## config.mk

```make
export PLATFORM = sky130hd
export DESIGN_NAME = tap_hold_key_mapper
export DESIGN_NICKNAME = d
export VERILOG_FILES = /design/src/sv/thkm_pkg.sv /design/src/sv/tap_hold_key_mapper.sv /design/src/sv/thkm_ctrl.sv /design/src/sv/thkm_dp.sv
export SDC_FILE = /design/constraint.sdc
export NUM_CORES = 1
export LEC_CHECK = 0
export ABC_CLOCK_PERIOD_IN_PS = 3900
export BUFFER_PORTS_ARGS = -buffer_cell sky130_fd_sc_hd__buf_2
export CORE_ASPECT_RATIO = 2
export CORE_MARGIN = 1.5
export CORE_UTILIZATION = 48
export DETAILED_ROUTE_END_ITERATION = 8
export PLACE_DENSITY_LB_ADDON = 0.05
export RECOVER_POWER = 50
export SYNTH_ARGS = -nofsm -noshare
export SYNTH_HDL_FRONTEND = slang
export SYNTH_SLANG_ARGS = --single-unit
```

## constraint.sdc

```tcl
create_clock -name clk -period 3.9 [get_ports clk]
set_clock_uncertainty 0.15 [all_clocks]
set_input_delay 0.78 -clock clk [delete_from_list [all_inputs] [get_ports clk]]
set_output_delay 0.78 -clock clk [all_outputs]
set_load 0.05 [all_outputs]
```

## src/sv/thkm_pkg.sv

```systemverilog
package thkm_pkg;

  localparam int MAX_KEYS     = 4;
  localparam int SLOTS_IN_REG = 4;
  localparam int KEY_SLOTS    = (MAX_KEYS < SLOTS_IN_REG) ? MAX_KEYS : SLOTS_IN_REG;
  localparam int SLOT_W       = 16;
  localparam int IDX_W        = (KEY_SLOTS > 1) ? $clog2(KEY_SLOTS) : 1;
  localparam int CNT_W        = 3;
  localparam int THR_W        = 16;
  localparam int TIME_W       = 17;
  localparam int DELTA_W      = 10;
  localparam int DEV_W        = 6;
  localparam int CODE_W       = 10;
  localparam int DATA_W       = 64;
  localparam int ADDR_W       = 6;
  localparam int REG_SEL_W    = 3;

  localparam logic [REG_SEL_W-1:0] REG_HOLD_LIMIT      = 3'd0;
  localparam logic [REG_SEL_W-1:0] REG_PRIMARY_KEYS    = 3'd1;
  localparam logic [REG_SEL_W-1:0] REG_PRIMARY_COUNT   = 3'd2;
  localparam logic [REG_SEL_W-1:0] REG_SECONDARY_KEYS  = 3'd3;
  localparam logic [REG_SEL_W-1:0] REG_SECONDARY_COUNT = 3'd4;

  localparam logic OP_LEVEL = 1'b0;
  localparam logic OP_TICK  = 1'b1;

  localparam logic KIND_KEY  = 1'b0;
  localparam logic KIND_SYNC = 1'b1;

  typedef enum logic [1:0] {
    SEG_FIRST,
    SEG_SECOND,
    SEG_SYNC
  } seg_t;

  // Output words planned for one input item: a first key list, an optional
  // second list of primary releases and an optional sync marker.
  typedef struct packed {
    logic             first_secondary;
    logic             first_value;
    logic [CNT_W-1:0] first_count;
    logic [CNT_W-1:0] second_count;
    logic             sync;
  } plan_t;

  typedef struct packed {
    logic             load;
    seg_t             seg;
    logic [IDX_W-1:0] idx;
    logic             last;
  } cmd_t;

  function automatic logic [CNT_W-1:0] eff_count(input logic [CNT_W-1:0] count);
    logic [CNT_W-1:0] lim;
    lim = CNT_W'(KEY_SLOTS);
    return (count > lim) ? lim : count;
  endfunction

endpackage

```

## src/sv/tap_hold_key_mapper.sv

```systemverilog
// Channel   Handshake               Payload
// input     in_valid / in_ready     op, pressed, elapsed_ms
// output    out_valid / out_ready   kind, dev_num, key_code, key_value, last
// config    psel/penable/pwrite     paddr, pwdata, prdata, pready (64-bit regs at 8*i)
//
// An input word is accepted in one cycle and planned in the next; then one output
// word per cycle is loaded into the output register while the output is not stalled,
// up to eight per input.
// A stalled output holds the controller in its state; the next input is taken
// once the last result is in the output register.
// Synchronous reset clears the button state, hold counter and non-payload registers.
module tap_hold_key_mapper (
  input  logic                             clk,
  input  logic                             rst,
  input  logic                             in_valid,
  output logic                             in_ready,
  input  logic                             op,
  input  logic                             pressed,
  input  logic [thkm_pkg::DELTA_W-1:0]     elapsed_ms,
  output logic                             out_valid,
  input  logic                             out_ready,
  output logic                             kind,
  output logic [thkm_pkg::DEV_W-1:0]       dev_num,
  output logic [thkm_pkg::CODE_W-1:0]      key_code,
  output logic                             key_value,
  output logic                             last,
  input  logic                             psel,
  input  logic                             penable,
  input  logic                             pwrite,
  input  logic [thkm_pkg::ADDR_W-1:0]      paddr,
  input  logic [thkm_pkg::DATA_W-1:0]      pwdata,
  output logic [thkm_pkg::DATA_W-1:0]      prdata,
  output logic                             pready
);
  import thkm_pkg::*;

  plan_t                plan;
  cmd_t                 cmd;
  logic                 accept;
  logic                 cfg_write;
  logic [REG_SEL_W-1:0] cfg_sel;

  assign pready    = 1'b1;
  assign cfg_write = psel && penable && pwrite && pready;
  assign cfg_sel   = paddr[ADDR_W-1 -: REG_SEL_W];

  thkm_ctrl u_ctrl (
    .clk       (clk),
    .rst       (rst),
    .in_valid  (in_valid),
    .in_ready  (in_ready),
    .out_valid (out_valid),
    .out_ready (out_ready),
    .plan      (plan),
    .accept    (accept),
    .cmd       (cmd)
  );

  thkm_dp u_dp (
    .clk        (clk),
    .rst        (rst),
    .accept     (accept),
    .op         (op),
    .pressed    (pressed),
    .elapsed_ms (elapsed_ms),
    .cmd        (cmd),
    .plan       (plan),
    .cfg_write  (cfg_write),
    .cfg_sel    (cfg_sel),
    .cfg_wdata  (pwdata),
    .cfg_rdata  (prdata),
    .kind       (kind),
    .dev_num    (dev_num),
    .key_code   (key_code),
    .key_value  (key_value),
    .last       (last)
  );

  a_busy_after_accept: assert property (
    @(posedge clk) disable iff (rst) (in_valid && in_ready) |=> !in_ready
  ) else $error("input accepted while previous word still planned");

  a_sync_word: assert property (
    @(posedge clk) disable iff (rst)
    (out_valid && kind == KIND_SYNC) |->
      (last && dev_num == '0 && key_code == '0 && !key_value)
  ) else $error("sync marker malformed or not final");

  a_load_sets_valid: assert property (
    @(posedge clk) disable iff (rst) cmd.load |=> out_valid
  ) else $error("loaded result not presented");

endmodule

```

## src/sv/thkm_ctrl.sv

```systemverilog
module thkm_ctrl (
  input  logic            clk,
  input  logic            rst,
  input  logic            in_valid,
  output logic            in_ready,
  output logic            out_valid,
  input  logic            out_ready,
  input  thkm_pkg::plan_t plan,
  output logic            accept,
  output thkm_pkg::cmd_t  cmd
);
  import thkm_pkg::*;

  typedef enum logic [2:0] {
    ST_IDLE,
    ST_START,
    ST_FIRST,
    ST_SECOND,
    ST_SYNC
  } state_t;

  state_t           state;
  state_t           state_next;
  logic [IDX_W-1:0] idx;
  logic [IDX_W-1:0] idx_next;
  logic             can_load;
  logic             first_end;
  logic             second_end;

  assign in_ready   = (state == ST_IDLE);
  assign accept     = in_valid && in_ready;
  assign can_load   = !out_valid || out_ready;
  assign first_end  = (CNT_W'(idx) + CNT_W'(1)) == plan.first_count;
  assign second_end = (CNT_W'(idx) + CNT_W'(1)) == plan.second_count;

  always_comb begin
    state_next = state;
    idx_next   = idx;
    cmd.load   = 1'b0;
    cmd.seg    = SEG_FIRST;
    cmd.idx    = idx;
    cmd.last   = 1'b0;
    unique case (state)
      ST_IDLE: begin
        if (accept) begin
          state_next = ST_START;
        end
      end
      ST_START: begin
        idx_next = '0;
        priority if (plan.first_count != '0) begin
          state_next = ST_FIRST;
        end else if (plan.sync) begin
          state_next = ST_SYNC;
        end else begin
          state_next = ST_IDLE;
        end
      end
      ST_FIRST: begin
        if (can_load) begin
          cmd.load = 1'b1;
          cmd.seg  = SEG_FIRST;
          cmd.last = first_end && (plan.second_count == '0) && !plan.sync;
          if (first_end) begin
            idx_next = '0;
            priority if (plan.second_count != '0) begin
              state_next = ST_SECOND;
            end else if (plan.sync) begin
              state_next = ST_SYNC;
            end else begin
              state_next = ST_IDLE;
            end
          end else begin
            idx_next = idx + IDX_W'(1);
          end
        end
      end
      ST_SECOND: begin
        if (can_load) begin
          cmd.load = 1'b1;
          cmd.seg  = SEG_SECOND;
          cmd.last = second_end;
          if (second_end) begin
            idx_next   = '0;
            state_next = ST_IDLE;
          end else begin
            idx_next = idx + IDX_W'(1);
          end
        end
      end
      ST_SYNC: begin
        if (can_load) begin
          cmd.load   = 1'b1;
          cmd.seg    = SEG_SYNC;
          cmd.last   = 1'b1;
          state_next = ST_IDLE;
        end
      end
      default: begin
        state_next = ST_IDLE;
      end
    endcase
  end

  always_ff @(posedge clk) begin
    if (rst) begin
      state     <= ST_IDLE;
      idx       <= '0;
      out_valid <= 1'b0;
    end else begin
      state <= state_next;
      idx   <= idx_next;
      if (cmd.load) begin
        out_valid <= 1'b1;
      end else if (out_ready) begin
        out_valid <= 1'b0;
      end
    end
  end

endmodule

```

## src/sv/thkm_dp.sv

```systemverilog
module thkm_dp (
  input  logic                             clk,
  input  logic                             rst,
  input  logic                             accept,
  input  logic                             op,
  input  logic                             pressed,
  input  logic [thkm_pkg::DELTA_W-1:0]     elapsed_ms,
  input  thkm_pkg::cmd_t                   cmd,
  output thkm_pkg::plan_t                  plan,
  input  logic                             cfg_write,
  input  logic [thkm_pkg::REG_SEL_W-1:0]   cfg_sel,
  input  logic [thkm_pkg::DATA_W-1:0]      cfg_wdata,
  output logic [thkm_pkg::DATA_W-1:0]      cfg_rdata,
  output logic                             kind,
  output logic [thkm_pkg::DEV_W-1:0]       dev_num,
  output logic [thkm_pkg::CODE_W-1:0]      key_code,
  output logic                             key_value,
  output logic                             last
);
  import thkm_pkg::*;

  logic [THR_W-1:0]  hold_limit;
  logic [DATA_W-1:0] primary_keys;
  logic [CNT_W-1:0]  primary_count;
  logic [DATA_W-1:0] secondary_keys;
  logic [CNT_W-1:0]  secondary_count;

  logic              held;
  logic              held_next;
  logic [TIME_W-1:0] hold_time;
  logic [TIME_W-1:0] hold_time_next;
  plan_t             plan_next;

  logic [CNT_W-1:0]  prim_n;
  logic [CNT_W-1:0]  sec_n;
  logic [TIME_W-1:0] thr_ext;
  logic [TIME_W-1:0] sum;
  logic              below;
  logic [DATA_W-1:0] keys;
  logic [SLOT_W-1:0] slot;

  assign prim_n  = eff_count(primary_count);
  assign sec_n   = eff_count(secondary_count);
  assign thr_ext = TIME_W'(hold_limit);
  assign sum     = hold_time + TIME_W'(elapsed_ms);
  assign below   = hold_time < thr_ext;

  always_comb begin
    held_next      = held;
    hold_time_next = hold_time;
    plan_next      = '0;
    if (op == OP_LEVEL) begin
      if (pressed != held) begin
        held_next = pressed;
        if (hold_limit == '0) begin
          plan_next.first_value = pressed;
          plan_next.first_count = prim_n;
        end else if (!pressed) begin
          if (below) begin
            plan_next.first_value  = 1'b1;
            plan_next.first_count  = prim_n;
            plan_next.second_count = prim_n;
          end else begin
            plan_next.first_secondary = 1'b1;
            plan_next.first_count     = sec_n;
          end
          hold_time_next = '0;
        end
      end
    end else begin
      if (held && (hold_limit != '0) && below) begin
        if (sum >= thr_ext) begin
          plan_next.first_secondary = 1'b1;
          plan_next.first_value     = 1'b1;
          plan_next.first_count     = sec_n;
          plan_next.sync            = 1'b1;
        end
        hold_time_next = sum;
      end
    end
  end

  always_ff @(posedge clk) begin
    if (rst) begin
      held      <= 1'b0;
      hold_time <= '0;
      plan      <= '0;
    end else if (accept) begin
      held      <= held_next;
      hold_time <= hold_time_next;
      plan      <= plan_next;
    end
  end

  always_ff @(posedge clk) begin
    if (rst) begin
      hold_limit      <= '0;
      primary_keys    <= '0;
      primary_count   <= '0;
      secondary_keys  <= '0;
      secondary_count <= '0;
    end else if (cfg_write) begin
      unique case (cfg_sel)
        REG_HOLD_LIMIT:      hold_limit      <= cfg_wdata[THR_W-1:0];
        REG_PRIMARY_KEYS:    primary_keys    <= cfg_wdata;
        REG_PRIMARY_COUNT:   primary_count   <= cfg_wdata[CNT_W-1:0];
        REG_SECONDARY_KEYS:  secondary_keys  <= cfg_wdata;
        REG_SECONDARY_COUNT: secondary_count <= cfg_wdata[CNT_W-1:0];
        default: ;
      endcase
    end
  end

  always_comb begin
    unique case (cfg_sel)
      REG_HOLD_LIMIT:      cfg_rdata = DATA_W'(hold_limit);
      REG_PRIMARY_KEYS:    cfg_rdata = primary_keys;
      REG_PRIMARY_COUNT:   cfg_rdata = DATA_W'(primary_count);
      REG_SECONDARY_KEYS:  cfg_rdata = secondary_keys;
      REG_SECONDARY_COUNT: cfg_rdata = DATA_W'(secondary_count);
      default:             cfg_rdata = '0;
    endcase
  end

  assign keys = (cmd.seg == SEG_FIRST && plan.first_secondary) ? secondary_keys
                                                                 : primary_keys;
  assign slot = keys[SLOT_W*cmd.idx +: SLOT_W];

  always_ff @(posedge clk) begin
    if (cmd.load) begin
      last <= cmd.last;
      unique case (cmd.seg)
        SEG_FIRST: begin
          kind      <= KIND_KEY;
          dev_num   <= slot[SLOT_W-1 -: DEV_W];
          key_code  <= slot[CODE_W-1:0];
          key_value <= plan.first_value;
        end
        SEG_SECOND: begin
          kind      <= KIND_KEY;
          dev_num   <= slot[SLOT_W-1 -: DEV_W];
          key_code  <= slot[CODE_W-1:0];
          key_value <= 1'b0;
        end
        default: begin
          kind      <= KIND_SYNC;
          dev_num   <= '0;
          key_code  <= '0;
          key_value <= 1'b0;
        end
      endcase
    end
  end

endmodule
```

After elaboration in Yosys (flattened, before gate mapping)
Index checks and enable logic that the tools add are counted.
{ "totals": {"word_cells": 133, "output_inout_bits": 86, "input_bits": 89, "register_bits": 202} }
{ "classes": {"reduce_logical": 32, "muxes": 51, "eq_ne": 21, "n_lt_le_gt_ge": 4, "n_shift": 1, "n_addsub": 3, "bitwise": 1} }
{ "op_table": {"columns": ["op", "count"], "rows": [
  ["$pmux W64 S5", 1],
  ["$mux W17", 5],
  ["$mux W64", 1],
  ["$shiftx A64 B7 Y16", 1],
  ["$mux W3", 18],
  ["$add A17 B10 Y17", 1],
  ["$ge A17 B16 Y1", 1],
  ["$lt A17 B16 Y1", 1],
  ["$logic_not A16 Y1", 1],
  ["$mux W8", 2],
  ["$reduce_bool A16 Y1", 1],
  ["$mux W5", 3],
  ["$pmux W3 S5", 1],
  ["$eq A3 B2 Y1 const B", 4],
  ["$mux W1", 12],
  ["$ne A2 B1 Y1 const B", 6],
  ["$reduce_and A2 Y1", 5],
  ["$logic_not A3 Y1", 3],
  ["$pmux W3 S3", 1],
  ["$reduce_bool A3 Y1", 3],
  ["$logic_and A1 B1 Y1", 8],
  ["$mux W2", 4],
  ["$eq A3 B1 Y1 const B", 2],
  ["$eq A3 B3 Y1", 2],
  ["other kinds (19)", 26]
]} }

Depth between registers and ports, before layout
Gate-level depths: netlist of the first run.
{ "logic_depth": {"ltp_word": 8, "mapped_depth": 17, "depth_no_buf": 17} }

Modules after synthesis
From an unflattened synthesis of the first run, not the netlist that was laid out.
{ "unflattened": {"hier_cells": 1243, "hier_area_um2": 10647.7} }
{ "modules_own_cells": {"columns": ["mod", "cells_each", "seq_area_each_um2", "n_inst", "area_per_inst_um2"], "rows": [
  ["thkm_dp", 1168, 4113.9, 1, 10104.7],
  ["thkm_ctrl", 72, 120.1, 1, 525.5],
  ["tap_hold_key_mapper", 3, 0.0, 1, 17.5]
]} }

Least setup slack after synthesis of the first run
OpenSTA, ideal clock, no wires.
{ "synth_path": {"path_kind": "input to output", "start": "input paddr[4] (netlist bit)", "end": "output prdata[2] (netlist bit)", "n_path_buf": 2, "path_slack_ns": 0.224, "t_required_ns": 2.970, "stages": 5, "arrival_time_ns": 2.746, "path_cell_list": "clkbuf_1 buf_1 mux4_2 inv_1 o21ai_0"} }
{ "synth_between": {"elab_chain_cells": 2, "word_cells_on_any_way": 6, "cone_classes": "eq/ne: 4; mux: 1; reduce/logical: 1"} }
{ "synth_lines": {"columns": ["element", "line", "text"], "rows": [
  ["from (decl)", "tap_hold_key_mapper.sv:30", "input logic [thkm_pkg::ADDR_W-1:0] paddr,"],
  ["$eq A3 B3 Y1 (tied with other cells)", "thkm_dp.sv:115", "unique case (cfg_sel)"],
  ["$pmux W64 S5 *", "thkm_dp.sv:115", null],
  ["to (decl)", "tap_hold_key_mapper.sv:32", "output logic [thkm_pkg::DATA_W-1:0] prdata,"]
]} }
Mark *: on every way between the ends. The rest lies on a longest branch, timed or not.

Worst setup path in the final report of the first run
{ "layout_path": {"start": "input paddr[4] (netlist bit)", "end": "output prdata[34] (netlist bit)"} }
The elaborated chain is that of the path after synthesis.

==> out/metrics.cfg, run 1 <==
[final_layout]
design_area_um2=12600
regArea_um2=4240
final_cells=1736
multi_input_area_um2=6180
final_nets=1577
drive_gt1_share_pct=18.9
diodes=0
fillCellCount=2226
syn2layout_area_growth_pct=15.3

[setup_path]
crit_required_ps=2970
crit_path_max_fanout=21
arrival_ps=2710
critPathLaunchType=input pin
r2r_setup_slack_ps=320
worst_r2r_path_depth=16
endpoint_kind=output port
r2r_start=u_dp.hold_time[0]
worstReg2RegEnd=u_dp.plan[8]
worst-setup-path-type=input pin to output port

[die]
io_pins=175
core_area_um2=22500
die_y_um=216
die_area_um2=23700
std_cell_rows=78
die_w_um=110
start_util_pct=48.5

[synthesis]
synth.area.top_cells=dfxtp_1 (34%), nand2_1 (11%), a21oi_1 (8.3%)
postSynthCellCount=1308
avgSynthCellArea_um2=8.36
synth_nets=1440
yosys-top-cells-count=nand2_1 (321), dfxtp_1 (183), a21oi_1 (182)
yosysSeqAreaShare_pct=38.7
post-synth-top-count-cell=nand2_1
synth_cell_types=71
synth_top_flop_cell=dfxtp_1
synth_edf_count=19
synth_area_um2=10900
yosysWarnings=0
synthArstFlopShare_pct=0
ys_seq_elements=202
yosysTopAreaCell=dfxtp_1
yosysTopAreaCellShare_pct=33.5

[grt]
grt_max_degree=180
grt_pass1_wl_mm=51.3
grt_usage_pct=28.3
antenna_found_initial=0
grt_pass1_vias=9556
grt_overflow=0

[power_and_ir_drop]
powerDensity_nw_per_um2=337
leakage_nw=4.76
finalPower_mw=4.24
peakVddDrop_uv=378

[cts]
hold_buffers=0
clock_latency_ps=500
cts_sinks=202
cts_tree=yes
clk_path_buf_depth=3
cts-htree-levels=1
postCtsSetupBuffers=0
clk_pin_slew_ps=60
clockRootBuffer=clkbuf_16
cts.repair.resized=0
cts-buffers-inserted=19

[worst_hold_path]
hp-start=u_dp.primary_keys[43]
whs_endpoint=u_dp.primary_keys[43]
min_path_cells=2
hp-class=flop to flop

[placement]
dpl.cell_count=1704
place.gp.congestion=0.874
io_buffers=170
dp_hpwl_mm=24.0
preCtsSetupSlack_ps=-168
dpl_cell_area_um2=12100

[sta]
hold_ws_ps=316
rsz0062_at_grt=false
slew-limit-headroom_pct=11.2
timing.final.ws_setup_ps=261
setup_viol_count_final=0
fmax_ghz=0.275
hold_violations=0
finalCritPeriodShare_pct=93.3
tightest_slew_ps=1330
slew_violations=0
fin_crit_ps=3640

[flow_run]
maxCapViolCount=0

[routing]
num_vias=9734
avgViaCountPerCell=5.61
drt_iter0_drc=578
wl_per_cell_um=19.3
drc_errors=0
routed_wl_mm=33.5
first_pass_iters=5
ant_nets=0

[run_status]
status=finished, final reports clean

-- worst max-delay path, cell delays in order --
cell      delay (ps)
buf_4            270
clkbuf_1         610
buf_4            480
mux2i_1          130
nor2_1           130
buf_2            280
-- per-layer routing --
layer | GRT usage, % | wire length [µm]
met1 | 30.7 | 12100
met2 | 52.0 | 18200
met3 | 3.13 | 1350
met4 | 15.4 | 1840
met5 | 0 | 0
-- area by class of cell --
class,count,share of cell area [%]
tap,280,2.78
sequential,202,33.6
clock buffer,25,4.19
inverter,29,0.864
timing repair buffer,206,9.00
clock inverter,7,0.467
multi-input combinational,987,49.1
-- placed cells by master (no fill, tap or decap), types with 5 or more instances in the layout --
cell	n
inv_1	28
xnor2_1	14
edfxtp_1	19
nand3_1	25
ha_1	42
mux4_2	33
nor3_1	9
dfxtp_1	182
mux2i_1	75
a211oi_1	7
clkbuf_16	19
o21ai_0	20
clkinv_2	5
buf_2	147
a22oi_1	19
nand4_1	5
o21ai_1	7
a31oi_1	5
mux2_2	13
nor2_1	123
buf_4	28
a21oi_1	182
nor2b_1	7
xor2_1	6
clkbuf_1	27
nand2_1	321
-- stage by stage --
stage	util [%]	TNS, ps
after floorplan	-	0
after global placement	53.7	-425
after detailed placement	53.7	-847
after CTS	56.3	0
after global routing	55.9	0
final	55.9	0
-- report_power, final --
group          internal, mW  switching (mW)  leakage, nW  total, mW
combinational         0.102           0.193         2.84      0.295
clock                  1.02           0.812        0.295       1.83
sequential             2.10          0.0135         1.62       2.12
total                  3.22            1.02         4.76       4.24
-- logic make-up after synthesis --
| family | Yosys count | share of synthesized area (%) |
|---|---|---|
| compound gates | 275 | 14.7 |
| xor+xnor | 20 | 1.60 |
| fa+ha+maj | 43 | 4.99 |
| buf+inv | 119 | 4.64 |
| flops | 202 | 38.7 |
| mux | 121 | 15.0 |
| other cells | 1 | 0.0343 |
| simple gates | 527 | 20.3 |
-- state kept, by name, indices dropped and copies added (netlist names) --
| name | count |
|---|---|
| u_ctrl.idx | 2 |
| u_dp.primary_count | 3 |
| u_dp.key_value | 1 |
| u_dp.held | 1 |
| u_ctrl.out_valid | 1 |
| u_dp.key_code | 10 |
| u_dp.plan | 9 |
| u_ctrl.state | 3 |
| u_dp.primary_keys | 64 |
| u_dp.secondary_count | 3 |
| u_dp.hold_time | 17 |
| u_dp.dev_num | 6 |
| u_dp.kind | 1 |
| u_dp.hold_limit | 16 |
| u_dp.secondary_keys | 64 |
| u_dp.last | 1 |
-- worst max-delay path by stage --
stage / start / to / slack (ps)
5_1_grt: u_dp.hold_time[0] / u_dp.plan[8] / 60
3_5_place_dp: elapsed_ms[0] / u_dp.plan[6] / -170
3_3_place_gp: elapsed_ms[0] / u_dp.plan[8] / -110
2_1_floorplan: paddr[4] / prdata[2] / 220
6_report: paddr[4] / prdata[34] / 260
4_1_cts: u_dp.hold_time[0] / u_dp.plan[8] / 310
Note: power is estimated with default switching activity, not from simulation.
==> inputs of run 2 (changes only) <==
--- a/config.mk
+++ b/config.mk
@@ -11,7 +11,7 @@
 export CORE_MARGIN = 1.5
 export CORE_UTILIZATION = 48
 export DETAILED_ROUTE_END_ITERATION = 8
-export PLACE_DENSITY_LB_ADDON = 0.05
+export PLACE_DENSITY = 0.76
 export RECOVER_POWER = 50
 export SYNTH_ARGS = -nofsm -noshare
 export SYNTH_HDL_FRONTEND = slang
==> out/metrics.cfg, run 2 (synthesized netlist as in run 1, its figures left out) <==
[flow_run]
maxCapViolCount=0

[power_and_ir_drop]
powerDensity_nw_per_um2=340
peakVddDrop_uv=377
leakage_nw=4.74

[cts]
cts_tree=yes
hold_buffers=0
clockRootBuffer=clkbuf_16
cts-htree-levels=1
clock_latency_ps=510
cts.repair.resized=0
clk_path_buf_depth=3
cts_sinks=202
cts-buffers-inserted=20
postCtsSetupBuffers=0
clk_pin_slew_ps=70

[final_layout]
top_regs=u_dp.primary_keys: 64 flops, u_dp.secondary_keys: 64 flops, u_dp.hold_time: 17 flops
drive_gt1_share_pct=18.3
regArea_um2=4230
final_common_cell=nand2_1
syn2layout_area_growth_pct=15.5
fillCellCount=2088
multi_input_area_um2=6180
layout_common_cells=nand2_1 (321), dfxtp_1 (183), a21oi_1 (182)
final_nets=1569

[routing]
drt-met1-wl_mm=11.4
routed_wl_mm=32.4
drc_errors=0
wl_met2_mm=17.0
ant_nets=0
avgViaCountPerCell=5.77
num_vias=10000
wl_per_cell_um=18.7
first_pass_iters=5
drt_iter0_drc=621
dr.max_layer_used=met4
wl_met3_mm=1.64

[grt]
grt_usage_pct=27.2
grt_max_degree=180
grt_pass1_vias=9656
antenna_found_initial=4
grt_overflow=0
grt_pass1_wl_mm=50.1

[sta]
hold_ws_ps=318
tns_ps=0
finalCritPeriodShare_pct=92.0
timing.final.ws_setup_ps=312
slew_violations=0
fin_crit_ps=3590
slew-limit-headroom_pct=12.4
hold_violations=0
fmax_ghz=0.279
rsz0062_at_grt=false
setup_viol_count_final=0
tightest_slew_ps=1310

[setup_path]
endpoint_kind=flop
critical-path-slowest-cell=fa_1
critPathLaunchType=flop
path_delay_family=simple AND/OR/NAND/NOR gates
crit_required_ps=4100
worst_r2r_path_depth=15
worstReg2RegEnd=u_dp.plan[6]
arrival_ps=3780
r2r_setup_slack_ps=310
r2r_start=u_dp.hold_time[0]
path_buf_inv=1
max_stage_delay_ps=390
crit_cells=15
crit_path_max_fanout=5
path_cells=ha_1 -> inv_1 -> fa_1 -> nor2b_1 -> o31a_1 -> o21ai_0 -> nor2b_1 -> xnor2_1 -> ha_1 -> nand4_1 -> a21oi_1 -> o41ai_1 -> nand4_1 -> nand2b_4 -> o22ai_1
worst-setup-path-type=flop to flop

[die]
std_cell_rows=78
die_y_um=216
die_area_um2=23700
core_area_um2=22500
start_util_pct=48.5
die_w_um=110
io_pins=175

[worst_hold_path]
whs_endpoint=u_dp.secondary_keys[18]
hp-start=u_dp.secondary_keys[18]
hp-class=flop to flop
min_path_cells=2

[placement]
io_buffers=170
place.gp.congestion=0.917
preCtsSetupSlack_ps=-122
dp_hpwl_mm=23.4

[run_status]
status=finished, final reports clean

-- run 2: changes by cell type in the layout (fill, tap and decap cells not counted), sizes merged --
cell | before | now
buf | 179 | 174
clkinvlp | 0 | 2
diode | 0 | 4
clkbuf | 52 | 48
clkinv | 6 | 8
-- run 2: metal layers --
metal,track usage (%),vias to the layer above
met5,0,-
met4,19.0,0
met3,3.22,103
met2,48.0,348
met1,29.3,4755
li1,-,4802
-- run 2: through the flow --
step                      instances  utilization (%)  total power, mW  instance area (µm²)
final                          1735             56.0             4.30                12600
after global routing           1735             56.0             4.44                12600
after CTS                      1731             56.2             4.33                12700
after detailed placement       1695             53.4             2.46                12000
after global placement         1695             53.4             2.45                12000
after floorplan                1308                -             2.34                10900
-- run 2: report_power, final --
group | total [mW] | switching [mW] | internal (mW)
Combinational | 0.293 | 0.191 | 0.102
Clock | 1.89 | 0.832 | 1.06
Sequential | 2.12 | 0.0137 | 2.10
Total | 4.30 | 1.04 | 3.26
-- run 2: area by class of cell --
class | instances | share of cell area (%)
multi-input cells | 987 | 49.0
flip-flops and latches | 202 | 33.5
repair buffers | 197 | 8.83
clock buffers | 25 | 4.28
well taps | 280 | 2.77
inverters | 29 | 0.862
clock inverters | 11 | 0.693
diodes | 4 | 0.0793
-- run 2: worst max-delay path by stage --
stage                        end  slack (ps)               from
CTS                 u_dp.plan[8]         390  u_dp.hold_time[0]
global route        u_dp.plan[8]          50  u_dp.hold_time[0]
floorplan              prdata[2]         220           paddr[4]
finish              u_dp.plan[6]         310  u_dp.hold_time[0]
global placement    u_dp.plan[8]        -100      elapsed_ms[5]
detailed placement  u_dp.plan[8]        -120      elapsed_ms[5]
-- run 2: tightest hold or removal path, delay by kind of cell (launching register included) --
family	cells	cell delay [ps]
AO/OA/AOI/OAI	1	50
AND/OR/NAND/NOR	1	50
flip-flops	1	320
